===== config.mk =====
export PLATFORM = sky130hd
export DESIGN_NAME = otsm_fifo
export DESIGN_NICKNAME = d
export VERILOG_FILES = /design/src/rtl/core/otsm_fifo.sv
export SDC_FILE = /design/constraint.sdc
export NUM_CORES = 1
export LEC_CHECK = 0
export BUFFER_PORTS_ARGS = -buffer_cell sky130_fd_sc_hd__buf_4
export CAP_MARGIN = 20
export CORE_MARGIN = 10
export CORE_UTILIZATION = 48
export CTS_CLUSTER_DIAMETER = 50
export DETAILED_ROUTE_END_ITERATION = 16
export PLACE_DENSITY = 0.75
export SLEW_MARGIN = 20
export SYNTH_ARGS = -nofsm -noshare
export SYNTH_HDL_FRONTEND = slang
export SYNTH_SLANG_ARGS = --single-unit

===== constraint.sdc =====
create_clock -name clk -period 1.5 [get_ports clk]
set_input_delay 0.3 -clock clk [delete_from_list [all_inputs] [get_ports clk]]
set_output_delay 0.3 -clock clk [all_outputs]
set_load 0.01 [all_outputs]

===== src/rtl/core/otsm_fifo.sv =====
module otsm_fifo #(
	parameter int W     = 8,
	parameter int DEPTH = 2
) (
	input  logic         clk,
	input  logic         arst_n,
	input  logic         wr,
	input  logic [W-1:0] wdata,
	input  logic         rd,
	output logic [W-1:0] rdata,
	output logic         empty,
	output logic         full
);

	localparam int PW = (DEPTH > 1) ? $clog2(DEPTH) : 1;
	localparam int CW = $clog2(DEPTH + 1);

	logic [W-1:0]  mem_q [DEPTH];
	logic [PW-1:0] wr_ptr_q;
	logic [PW-1:0] rd_ptr_q;
	logic [CW-1:0] count_q;

	assign empty = (count_q == CW'(0));
	assign full  = (count_q == CW'(DEPTH));
	assign rdata = mem_q[rd_ptr_q];

	always_ff @(posedge clk or negedge arst_n) begin
		if (!arst_n) begin
			wr_ptr_q <= '0;
			rd_ptr_q <= '0;
			count_q  <= '0;
		end else begin
			if (wr) begin
				wr_ptr_q <= (wr_ptr_q == PW'(DEPTH - 1)) ? '0 : wr_ptr_q + PW'(1);
			end
			if (rd) begin
				rd_ptr_q <= (rd_ptr_q == PW'(DEPTH - 1)) ? '0 : rd_ptr_q + PW'(1);
			end
			if (wr && !rd) begin
				count_q <= count_q + CW'(1);
			end else if (rd && !wr) begin
				count_q <= count_q - CW'(1);
			end
		end
	end

	always_ff @(posedge clk) begin
		if (wr) begin
			mem_q[wr_ptr_q] <= wdata;
		end
	end

endmodule


Word-level counts from Yosys, hierarchy flattened
Memory sizes are Yosys's and may differ from the RTL's.
Cells that the tools add are included.
Widths: inputs -> output; s select.
{"block": "op_classes", "addsub": 4, "eq_ne": 1, "muxes": 6, "reduce_logical": 6}
{"cell": "$mux 1", "n": 4}
{"cell": "$mux 2", "n": 2}
{"cell": "$add 1x1->1 const B", "n": 2}
{"cell": "$add 2x1->2 const B", "n": 1}
{"cell": "$eq 2x2->1 const B", "n": 1}
{"cell": "$logic_and 1x1->1", "n": 2}
{"cell": "$logic_not 1->1", "n": 2}
{"cell": "$logic_not 2->1", "n": 1}
{"cell": "$reduce_bool 2->1", "n": 1}
{"cell": "$sub 2x1->2 const B", "n": 1}
{"block": "word_totals", "ff_bits": 4, "ramBits": 16, "input_bits": 12, "output_inout_bits": 10, "word_cells": 21, "n_memories": 1}
{"memory": "mem_q", "words": 2, "width": 8, "read_ports": 1, "rd_clocked_by_memory_dff": 0, "write_ports": 1, "line": "18", "source": "logic [W-1:0] mem_q [DEPTH];"}

Logic depth before layout (Yosys ltp)
{"block": "logic_depth", "ltp_word": 4, "mapped_depth": 5}

Worst setup path after synthesis
No wires, ideal clock.
{"block": "synth_path", "path_type": "flip-flop to flip-flop", "from": "register wr_ptr_q", "to": "memory mem_q[0][0] (enable)", "setup_time_ps": 373, "arrival_ps": 789, "required_ps": 1127, "setup_slack_ps": 338, "stages_incl_launch_ff": 2, "path_buffers": 0, "period_less_slack_ps": 1162, "path_cell_list": "dfrtp_1 nor2b_1"}
{"item": "start, declared", "line": "19", "source": "logic [PW-1:0] wr_ptr_q;"}
{"item": "start signal, assigned", "line": "34", "source": "wr_ptr_q <= (wr_ptr_q == PW'(DEPTH - 1)) ? '0 : wr_ptr_q + PW'(1);"}
{"item": "end, declared", "line": "18"}
No word-level cell before the write port.

Final worst setup path
{"block": "layout_path", "from": "register rd_ptr_q", "to": "output rdata[1]"}
{"block": "layout_via", "elab_chain_len": 1}
{"item": "start, declared", "line": "20", "source": "logic [PW-1:0] rd_ptr_q;"}
{"item": "start signal, assigned", "line": "37", "source": "rd_ptr_q <= (rd_ptr_q == PW'(DEPTH - 1)) ? '0 : rd_ptr_q + PW'(1);"}
{"item": "$mem_v2 2x8"}
{"item": "end, declared", "line": "10", "source": "output logic [W-1:0] rdata,"}
No other way between the ends.

==> reports/qor.yml <==
synthesis:
  yosysTopAreaCell: "edfxtp_1"
  ys_async_sr_fraction: 0.200
  yosysTopAreaCellShare: 0.623
  syn_inst: 41
  synth.area.top_cells: "edfxtp_1 62%, dfrtp_1 13%, mux2_2 12%"
  synth-seq-cells: 20
  avgSynthCellArea_um2: 18.8
  ys.warnings.count: 0
  synth_cell_type_count: 12
  synth_flop_cell: "edfxtp_1"
  synth_edf_count: 16
  ys_top_cells_by_count: "16 x edfxtp_1, 8 x mux2_2, 4 x dfrtp_1, 4 x xor2_1, 2 x nor2_1"
  syn_nets: 54
  syn_area_um2: 771
  seq_area_frac_synth: 0.753
  post-synth-top-count-cell: "edfxtp_1"
pwr:
  clkPwrFrac: 0.129
  switchingPower_mw: 0.524
  comb_power_share: 0.426
  internal_power_mw: 1.34
  ir_drop_mv: 1.03
  seq_power_share: 0.445
  netSwitchingFraction: 0.281
  total_power_mw: 1.87
  power.leakage_nw: 0.455
  power.density_nw_per_um2: 1750
critical_path:
  rr_startpoint: "wr_ptr_q$_DFFE_PN0P_"
  reg2reg_setup_slack_ns: 0.39
  reg2reg_depth: 1
  critPathRequiredTime_ns: 1.20
  crit_type: "reg2out"
  r2r-end: "mem_q[1][3]$_DFFE_PP_"
  crit_arrival_ns: 1.28
  crit_path_cell_trace: "buf_6 -> mux2_4 -> buf_6"
  crit_path_frequent_cell: "buf_6"
  critPathTopFamily: "flip-flops"
  start_kind: "register"
  worst-path-buf-inv: 2
  cp-end-kind: "primary output"
  crit_slowest_cell: "dfrtp_2"
  slowest_delay_ns: 0.43
  cp_max_fo: 5
detailed_routing:
  wl_um: 1300
  drc: 0
  ant_nets: 0
  routed_via_density: 4.91
  first_pass_iters: 2
  drt_iter0_markers: 3
  routed-via-count: 427
  wl_per_cell_um: 14.9
timing:
  worst_pin_slew_ns: 0.386
  maxSlewViolCount: 0
  timing.hold.ws_ns: 0.185
  hold_viol: 0
  slew_headroom: 0.743
  fmax_ghz: 0.632
  period_needed_ns: 1.58
  finalSetupViolCount: 8
  rsz0062_at_grt: "true"
  skew_ns: 0.00372
  fin_crit_sh: 1.05
  fin_ws_ns: -0.0817
finish:
  drive_above_1_share: 0.549
  finalInstanceArea_um2: 1070
  diodes: 0
  syn_to_final_growth_pct: 38.6
  nets: 85
global_routing:
  grt-ovfl-total: 0
  grt_max_degree: 12
  grt_usage: 0.0776
  antenna_found_initial: 0
  grt_pass1_wl_um: 2130
  grt_pass1_vias: 491
outcome:
  failed_checks: "setup timing"
  status: "finished with violations"
placed_design:
  gp_congestion: 0.631
  pre_cts_slack_ns: 0.103
  place_hpwl_um: 944
  port-buffer-count: 21
  place_area_um2: 952
floorplan:
  dieWidth_um: 60.1
  dieHeight_um: 60.1
  core_um2: 1510
  start_util: 0.512
  num_rows: 14
  pin_count: 22
  fp.dieArea_um2: 3610
clocking:
  cts_root_buf: "clkbuf_4"
  cts_tree: "built"
  insertion_delay_ns: 0.29
  cts-buffers-inserted: 3
  htree_levels: 1
  clock_path_buffers: 2
  clk_pin_slew_worst_paths_ns: 0.10
  clock_sinks: 20
hold_path:
  min_to: "mem_q[0][0]$_DFFE_PP_"
  worstHoldStart: "wdata[0]"
  min_path_type: "in2reg"
  holdPathStages: 1
job:
  max-cap-violations: 0
[cell type report]
cell class	instances	area, µm²
inverter	1	3.75
timing repair buffer	27	243
clock inverter	1	3.75
multi-input combinational	19	194
tap	16	20.0
clock buffer	3	22.5
fill	111	438
sequential	20	582
[state kept, by name, indices dropped and copies added (netlist names)]
| signal | cells |
|---|---|
| count_q | 2 |
| mem_q | 16 |
| rd_ptr_q | 1 |
| wr_ptr_q | 1 |
[metrics by stage]
stage | std cells | TNS, ns | util
after floorplan | 41 | 0 | -
after global placement | 79 | 0 | 0.632
after detailed placement | 79 | 0 | 0.632
after CTS | 87 | -0.491 | 0.692
after global routing | 87 | -0.890 | 0.709
final | 87 | -0.529 | 0.709
[how the worst max path moves through the flow]
| stage | from | end | slack (ns) | depth (start not counted) |
|---|---|---|---|---|
| finish | rd_ptr_q$_DFFE_PN0P_ | rdata[1] | -0.08 | 3 |
| global route | rd_ptr_q$_DFFE_PN0P_ | rdata[1] | -0.13 | 3 |
| CTS | rd_ptr_q$_DFFE_PN0P_ | rdata[0] | -0.08 | 3 |
| detailed placement | rd_ptr_q$_DFFE_PN0P_ | rdata[1] | 0.10 | 2 |
| global placement | rd_ptr_q$_DFFE_PN0P_ | rdata[1] | 0.12 | 2 |
| floorplan | wr_ptr_q$_DFFE_PN0P_ | mem_q[0][0]$_DFFE_PP_ | 0.34 | 1 |
[placed cells by master (no fill, tap or decap), drive strengths merged]
cell type and instances:
and2 1, and2b 1, buf 26, clkbuf 3, clkinv 1, dfrtp 4
dlygate4sd3 1, edfxtp 16, ha 1, inv 1, mux2 8, nor2 2
nor2b 1, xnor2 1, xor2 4
[power groups by stage]
| stage | sequential (mW) | combinational [mW] | clock [mW] |
|---|---|---|---|
| CTS | 0.827 | 0.753 | 0.251 |
| detailed placement | 0.874 | 0.566 | 0 |
| global route | 0.847 | 0.854 | 0.267 |
| global placement | 0.867 | 0.556 | 0 |
| floorplan | 0.815 | 0.363 | 0 |
| finish | 0.831 | 0.795 | 0.241 |
[metal layers]
metal	vias to the layer above	global-route usage	part of all wire
met5	-	0	0
met4	0	0.0385	0.020
met3	5	0.0297	0.080
met2	14	0.135	0.52
met1	202	0.0781	0.38
li1	206	-	-
[cell families after synthesis]
group                    Yosys count  synth area share
AND/OR/NAND/NOR                    5            0.0374
buffers and inverters              2            0.0195
XOR/XNOR                           5            0.0568
adder cells (fa/ha/maj)            1            0.0162
multiplexers                       8             0.117
flip-flops                        20             0.753
[repair_timing]
action | CTS | global route
endpoints found under the setup margin | 8 | 8
resized for setup | 10 | 7
cloned | 0 | 0
setup buffers | 3 | 0
hold endpoints to repair | 4 | 0
hold buffers | 1 | 0
(Power assumes the default switching activity.)
