`src/rtl/core/otsm_pkg.sv`:
```
package otsm_pkg;

	localparam int CFG_IDX_W  = 3;
	localparam int CFG_DATA_W = 25;

	localparam int SQ_IN_W  = 48;
	localparam int SQ_OUT_W = 24;
	localparam int DV_N_W   = 27;
	localparam int DV_D_W   = 24;

	localparam logic [24:0] DEG360 = 25'd23592960;
	localparam logic [24:0] DEG180 = 25'd11796480;
	localparam logic [24:0] DEG90  = 25'd5898240;
	localparam logic [25:0] DEG720 = 26'd47185920;
	localparam logic signed [23:0] ELEV90 = 24'sd5898240;
	localparam logic signed [32:0] DEG180_FINE = 33'sd3019898880;

	typedef enum logic [2:0] {
		REG_TARGET_AZIMUTH   = 3'd0,
		REG_TARGET_ELEVATION = 3'd1,
		REG_PAN_STEP_SIZE    = 3'd2,
		REG_TILT_STEP_SIZE   = 3'd3
	} cfg_reg_t;

	typedef enum logic [2:0] {
		CLS_ZERO,
		CLS_180,
		CLS_POS90,
		CLS_NEG90,
		CLS_RIGHT,
		CLS_LEFT_POS,
		CLS_LEFT_NEG
	} ang_cls_t;

	typedef struct packed {
		logic [24:0]        target_azimuth;
		logic signed [23:0] target_elevation;
		logic [22:0]        pan_step_size;
		logic [22:0]        tilt_step_size;
	} cfg_t;

	typedef struct packed {
		ang_cls_t           hcls;
		ang_cls_t           ecls;
		logic signed [16:0] hy;
		logic signed [16:0] hx;
		logic signed [16:0] ax_neg;
		logic [31:0]        sumsq;
	} front_item_t;

	typedef struct packed {
		logic [24:0]        heading;
		logic signed [23:0] elevation;
		logic               pan_direction;
		logic [24:0]        pan_steps;
		logic               tilt_direction;
		logic [24:0]        tilt_steps;
	} res_t;

	function automatic logic signed [31:0] atan_fine(input int idx);
		logic signed [31:0] v;
		case (idx)
			0:  v = 32'sd754974720;
			1:  v = 32'sd445687602;
			2:  v = 32'sd235489089;
			3:  v = 32'sd119537938;
			4:  v = 32'sd60000934;
			5:  v = 32'sd30029717;
			6:  v = 32'sd15018523;
			7:  v = 32'sd7509720;
			8:  v = 32'sd3754917;
			9:  v = 32'sd1877466;
			10: v = 32'sd938734;
			11: v = 32'sd469367;
			12: v = 32'sd234684;
			13: v = 32'sd117342;
			14: v = 32'sd58671;
			15: v = 32'sd29335;
			16: v = 32'sd14668;
			17: v = 32'sd7334;
			18: v = 32'sd3667;
			19: v = 32'sd1833;
			20: v = 32'sd917;
			21: v = 32'sd458;
			22: v = 32'sd229;
			23: v = 32'sd115;
			24: v = 32'sd57;
			25: v = 32'sd29;
			26: v = 32'sd14;
			27: v = 32'sd7;
			28: v = 32'sd4;
			29: v = 32'sd2;
			30: v = 32'sd1;
			default: v = 32'sd0;
		endcase
		return v;
	endfunction

endpackage

```
`src/rtl/core/otsm_front.sv`:
```
module otsm_front (
	input  logic                  clk,
	input  logic                  arst_n,
	input  logic                  push,
	output logic                  full,
	input  logic signed [15:0]    mag_x,
	input  logic signed [15:0]    mag_y,
	input  logic signed [15:0]    acc_x,
	input  logic signed [15:0]    acc_y,
	input  logic signed [15:0]    acc_z,
	input  logic                  q_full,
	output logic                  out_valid,
	output otsm_pkg::front_item_t out_item
);

	logic                  v_q;
	otsm_pkg::front_item_t item_q;
	otsm_pkg::front_item_t item_d;
	logic                  load;
	logic signed [31:0]    sq_y;
	logic signed [31:0]    sq_z;

	assign full      = v_q && q_full;
	assign load      = push && !full;
	assign out_valid = v_q;
	assign out_item  = item_q;

	assign sq_y = acc_y * acc_y;
	assign sq_z = acc_z * acc_z;

	always_comb begin
		item_d.sumsq  = unsigned'(sq_y) + unsigned'(sq_z);
		item_d.ax_neg = -{acc_x[15], acc_x};
		item_d.hy     = {mag_y[15], mag_y};
		item_d.hx     = {mag_x[15], mag_x};
		if (mag_y == 16'sd0) begin
			item_d.hcls = (mag_x < 16'sd0) ? otsm_pkg::CLS_180 : otsm_pkg::CLS_ZERO;
		end else if (mag_x == 16'sd0) begin
			item_d.hcls = (mag_y > 16'sd0) ? otsm_pkg::CLS_POS90 : otsm_pkg::CLS_NEG90;
		end else if (mag_x > 16'sd0) begin
			item_d.hcls = otsm_pkg::CLS_RIGHT;
		end else begin
			item_d.hcls = (mag_y > 16'sd0) ? otsm_pkg::CLS_LEFT_POS : otsm_pkg::CLS_LEFT_NEG;
			item_d.hy   = -{mag_y[15], mag_y};
			item_d.hx   = -{mag_x[15], mag_x};
		end
		if (acc_x == 16'sd0) begin
			item_d.ecls = otsm_pkg::CLS_ZERO;
		end else if (item_d.sumsq == 32'd0) begin
			item_d.ecls = (acc_x < 16'sd0) ? otsm_pkg::CLS_POS90 : otsm_pkg::CLS_NEG90;
		end else begin
			item_d.ecls = otsm_pkg::CLS_RIGHT;
		end
	end

	always_ff @(posedge clk or negedge arst_n) begin
		if (!arst_n) begin
			v_q <= 1'b0;
		end else begin
			v_q <= load || (v_q && q_full);
		end
	end

	always_ff @(posedge clk) begin
		if (load) begin
			item_q <= item_d;
		end
	end

endmodule

```
`config.mk`:
```
export PLATFORM = sky130hd
export DESIGN_NAME = otsm_front
export DESIGN_NICKNAME = d
export VERILOG_FILES = /design/src/rtl/core/otsm_pkg.sv /design/src/rtl/core/otsm_front.sv
export SDC_FILE = /design/constraint.sdc
export NUM_CORES = 1
export LEC_CHECK = 0
export ABC_AREA = 1
export ABC_CLOCK_PERIOD_IN_PS = 4500
export BUFFER_PORTS_ARGS = -buffer_cell sky130_fd_sc_hd__buf_2
export CAP_MARGIN = 20
export CORE_UTILIZATION = 47
export DETAILED_ROUTE_END_ITERATION = 16
export PLACE_DENSITY = 0.67
export SYNTH_ARGS = -nofsm -noshare
export SYNTH_HDL_FRONTEND = slang
export SYNTH_SLANG_ARGS = --single-unit
```
`constraint.sdc`:
```
create_clock -name clk -period 4.5 [get_ports clk]
set_input_delay 0.225 -clock clk [delete_from_list [all_inputs] [get_ports clk]]
set_output_delay 0.225 -clock clk [all_outputs]
set_load 0.005 [all_outputs]
```
* Word-level counts from Yosys, hierarchy flattened
Index checks and enable logic that the tools add are counted.
W data, S select, Z words.
** Word-level totals
- Bits in registers :: 90
- Input port bits :: 84
- Output and inout bits :: 91
- Logic and storage cells :: 39
** Cells by class
- Add/subtract/negate cells :: 4
- Multiply operators :: 2
- Order comparisons :: 4
- Muxes and demuxes :: 11
- Bitwise gates (word level) :: 1
- Reductions and logical operators :: 9
** Operators with widths (count)
- $mux W34 :: 3
- $mul A16 B16 Y32 :: 2
- $neg A17 Y17 :: 3
- $logic_not A16 Y1 :: 3
- $add A32 B32 Y32 :: 1
- $gt A16 B1 Y1 const B :: 2
- $logic_not A32 Y1 :: 1
- $lt A16 B1 Y1 const B :: 2
- $mux W3 :: 3
- $mux W2 :: 2
- $mux W1 :: 3
- $logic_and A1 B1 Y1 :: 2
- $reduce_or A2 Y1 :: 1
- $logic_not A1 Y1 :: 1
- $logic_or A1 B1 Y1 :: 1
- $not A1 Y1 :: 1

* Longest topological paths before layout
- Depth in word-level cells :: 5
- Depth in mapped cells :: 37
- Depth with buffers taken out :: 36

* Worst setup path after synthesis
OpenSTA, ideal clock, no wires.
- Path kind :: in2reg
- Start :: input acc_z[1]
- End :: register item_q (netlist bit out_item[85]) (data pin)
- Library setup time :: 0.249 ns
- Data arrival time :: 6.976 ns
- Required time :: 4.251 ns
- Setup slack :: -2.726 ns
- Cell stages on the path :: 26
- Path buffers :: 2
- Cell sequence :: clkbuf_1 > clkbuf_1 > nand2_1 > fa_1 > inv_1 > fa_1 > inv_1 > fa_1 > inv_1 > fa_1 > inv_1 > fa_1 > fa_1 > fa_1 > fa_1 > inv_1 > ha_1 > inv_1 > nor4_1 > nand2_1 > and3_1 > xor2_1 > inv_1 > nand4_2 > nand2_1 > inv_1
** RTL lines
- from (decl) :: RTL line otsm_front.sv:10 : input logic signed [15:0] acc_z,
- to (signal assigned) :: RTL line otsm_front.sv:66 : item_q <= item_d;
- to (decl) :: RTL line otsm_front.sv:17 : otsm_pkg::front_item_t item_q;

==> implementation parameters <==
Parameter                              Value

Status
  Outcome ... finished with violations
  Violated checks ... setup timing

Clocking
  Clock slew seen by the registers of the worst setup and hold paths ... 0.07 ns
  Cell at the root of the clock tree ... sky130_fd_sc_hd__clkbuf_16
  Total CTS buffers ... 9
  Clock Tree Buf Depth ... 2
  Number of sinks on the clock net ... 90
  Clk_lat worst skew ... between 0.3 and 0.4 ns
  H-tree levels ... 3
  TritonCTS clock tree ... yes

Timing
  Worst setup skew after layout ... between 0.01 and 0.015 ns
  Number of setup violations in the final report ... 28
  Count of pins over their slew limit ... 0
  Total negative setup slack ... -41.79 ns
  Worst hold margin ... approximately 0.10 ns
  Post-layout min period ... 6.67 ns
  Final worst-path cycle share ... 148%
  Tightest slew margin relative to the limit ... about three fifths
  Hold Vio Cnt, Final ... 0
  Post-route setup slack ... -2.17 ns
  Maximum achievable frequency ... approximately 150 MHz
  Worst slew pin tran ... just under 0.6 ns
  RSZ-0062 raised after global routing ... true

Final layout
  Ant diodes ... 0
  Sequential cell area ... around 2700 µm²
  Total of fill cells in the finished design ... approximately 3,700
  Multi-input logic area ... around 17,000 µm²
  Share of post-route cells with drive strength above 1 ... between 30% and 40%
  Layout Area Growth over Synthesis ... 29.2%
  Finished Core Util ... between 60% and 70%
  Nets@finish ... 3,605

Floorplanning
  Placeable core region ... between 40,000 and 50,000 µm²
  Row Count ... 78
  Die boundary height ... around 220 µm
  IO Count ... ~180
  Die Wd ... approximately 220 µm
  Initial cell density of the core ... between 40% and 50%
  Die Footprint ... 47,500 µm²

Yosys
  Proportion of synthesized chip area in sequential cells ... around an eighth
  Average instance area after synthesis ... around 9.3 µm²
  Nets in the synthesized netlist ... 3,122
  Number of warning messages in the yosys log ... 0
  Cell accounting for the most synthesized area ... sky130_fd_sc_hd__fa_1
  Yosys cell types ... 47
  Area share of the largest cell type after synthesis ... a little under half
  Number of enable-type register cells in the synthesized netlist ... 89
  Synthesized area ... between 20,000 and 25,000 µm²
  Synthesized netlist cell count ... approximately 2,400
  Proportion of register bits with asynchronous set or reset after synthesis ... ~1.1%
  Count of state elements after synthesis ... 90
  Leading cell types by total area after synthesis ... sky130_fd_sc_hd__fa_1, sky130_fd_sc_hd__inv_1, sky130_fd_sc_hd__edfxtp_1, sky130_fd_sc_hd__ha_1, sky130_fd_sc_hd__nand2_1
  Most used DFF post-synth ... sky130_fd_sc_hd__edfxtp_1

Critical path
  Cell with the most instances on the worst path ... sky130_fd_sc_hd__fa_1
  Kind of start point of the critical path ... primary input
  Crit. End Element ... flop
  Maximum fanout along the worst path ... 9
  CP max stage delay ... between 0.5 and 0.6 ns
  Critical path data required time ... roughly 4.6 ns
  CP delay by family, top ... adder cells
  Critical Path AT ... 6.76 ns
  Type of the setup path with the least slack ... primary input to flop
  Number of buffers and inverters on the critical path ... 10
  Cell at the slowest stage of the critical path ... sky130_fd_sc_hd__fa_1

Drt
  Number of vias in the routed layout ... 16,100
  Vias per cell ... between 4 and 5
  Post-DR wirelength/cell ... 15.8 µm
  DRC errors left ... 0
  Remaining number of nets flagged by the antenna check after routing ... 0
  Total iterations of the first detailed-routing run ... 7
  Number of DRC markers in iteration 0 ... 760
  DRT Wirelength ... 54,400 µm

Placed design
  GP Congestion ... a little over 0.9
  HPWL after detailed placement ... roughly 48,000 µm
  Port Buffer Count ... roughly 170

Min path
  Path class of the lowest-slack min-delay path ... primary input to flop

Global route
  Met1 capacity usage during global routing ... a little under a third
  GR peak layer ... met2
  Met3 track utilization from global routing ... 1.35%
  First-pass GRT wire length ... 89,500 µm
  All-Layer GR Usage ... 23.8%
  GR Layer Usage met2 ... 43.9%
  Vias in the first global route ... roughly 18,000
  Antenna violations before repair ... 0
  Remaining global-route overflow ... 0
  Largest net degree at the start of global routing ... 90

Run
  Number of violations of the max-capacitance limit ... 0
timing repair:
item                                    4_1_cts  5_1_grt
resized for setup                           228      193
hold buffers                                  1        0
endpoints found under the setup margin       29       29
hold endpoints to repair                      1        0
gates cloned                                  2        2
setup buffers                                23       26
pin swaps                                    86      108
kinds of logic after synthesis:
kind of cell               count (synthesis)  synth area share (%)
AOI/OAI and AO/OA                         69                  2.01
xor gates and xnor gates                  91                  3.70
adders and majority gates                676                  56.5
buffers and inverters                    911                  15.6
DFF                                       90                  12.3
other                                      1                0.0171
and+or+nand+nor                          524                  9.92
worst reg2reg max path: cells and delay by family (launching register included):
| family | cells | cell delay, ns |
|---|---|---|
| flip-flops | 1 | 0.37 |
| buffers and inverters | 3 | 0.69 |
| AND/OR/NAND/NOR | 2 | 0.16 |
per-layer routing:
metal | wire length, µm | share of wire, %
met1 | 22200 | 41
met2 | 28600 | 53
met3 | 2090 | 3.8
met4 | 1570 | 2.9
met5 | 0 | 0
final cells by class:
class                   instances  share of cell area (%)
flip-flops and latches         90                    9.52
clock buffers                  10                   0.808
clock inverters                 6                   0.172
inverters                     850                    11.3
multi-input cells            1361                    60.2
repair buffers                533                    15.4
well taps                     600                    2.65
registers in the layout (all words and copies together), names as in the netlist:
register / count
out_item: 89
out_valid: 1
final timing paths:
path | startpoint | to | slack, ns | depth (start not counted)
setup / recovery | acc_z[5] | out_item[85] | -2.17 | 31
hold / removal | acc_x[0] | out_item[32] | 0.10 | 1
setup reg to reg | out_valid | out_item[61] | 2.90 | 5
hold reg to reg | out_valid | out_valid | 0.50 | 2
max in group asynchronous | arst_n | out_valid | 4.17 | 2
min in group asynchronous | arst_n | out_valid | 0.23 | 2
placed cells by master, fill, tap and decap left out, drive strengths merged, types with 34 or more instances in the layout:
cell / n
a21oi: 34
buf: 530
edfxtp: 89
fa: 523
ha: 153
inv: 851
nand2: 359
nor2: 81
xnor2: 37
xor2: 54
synth_stat cells (all sizes together) (2+ instances only):
master  count
nand3      22
nor3       23
nor4        6
xor2       54
edfxtp     89
fa        523
o21bai      5
a21oi      34
o31ai       2
nand3b      3
nor3b       2
inv       850
o21ai      15
nand2     359
clkbuf     61
nor2       81
ha        153
nand4       9
a211oi      2
o21a        2
and3        2
or2        17
a21o        2
xnor2      37
through the flow:
| step | area (µm²) | worst slack, ns | cells |
|---|---|---|---|
| final | 28300 | -2.17 | 3450 |
| after global routing | 28300 | -2.44 | 3450 |
| after CTS | 27500 | -2.19 | 3426 |
| after detailed placement | 26200 | -2.84 | 3385 |
| after global placement | 26200 | -2.83 | 3385 |
| after floorplan | 22900 | -2.14 | 2362 |
Power is left out: the tool's default activity adds up to more than one toggle a clock period on the data nets, which glitch-free logic cannot reach.
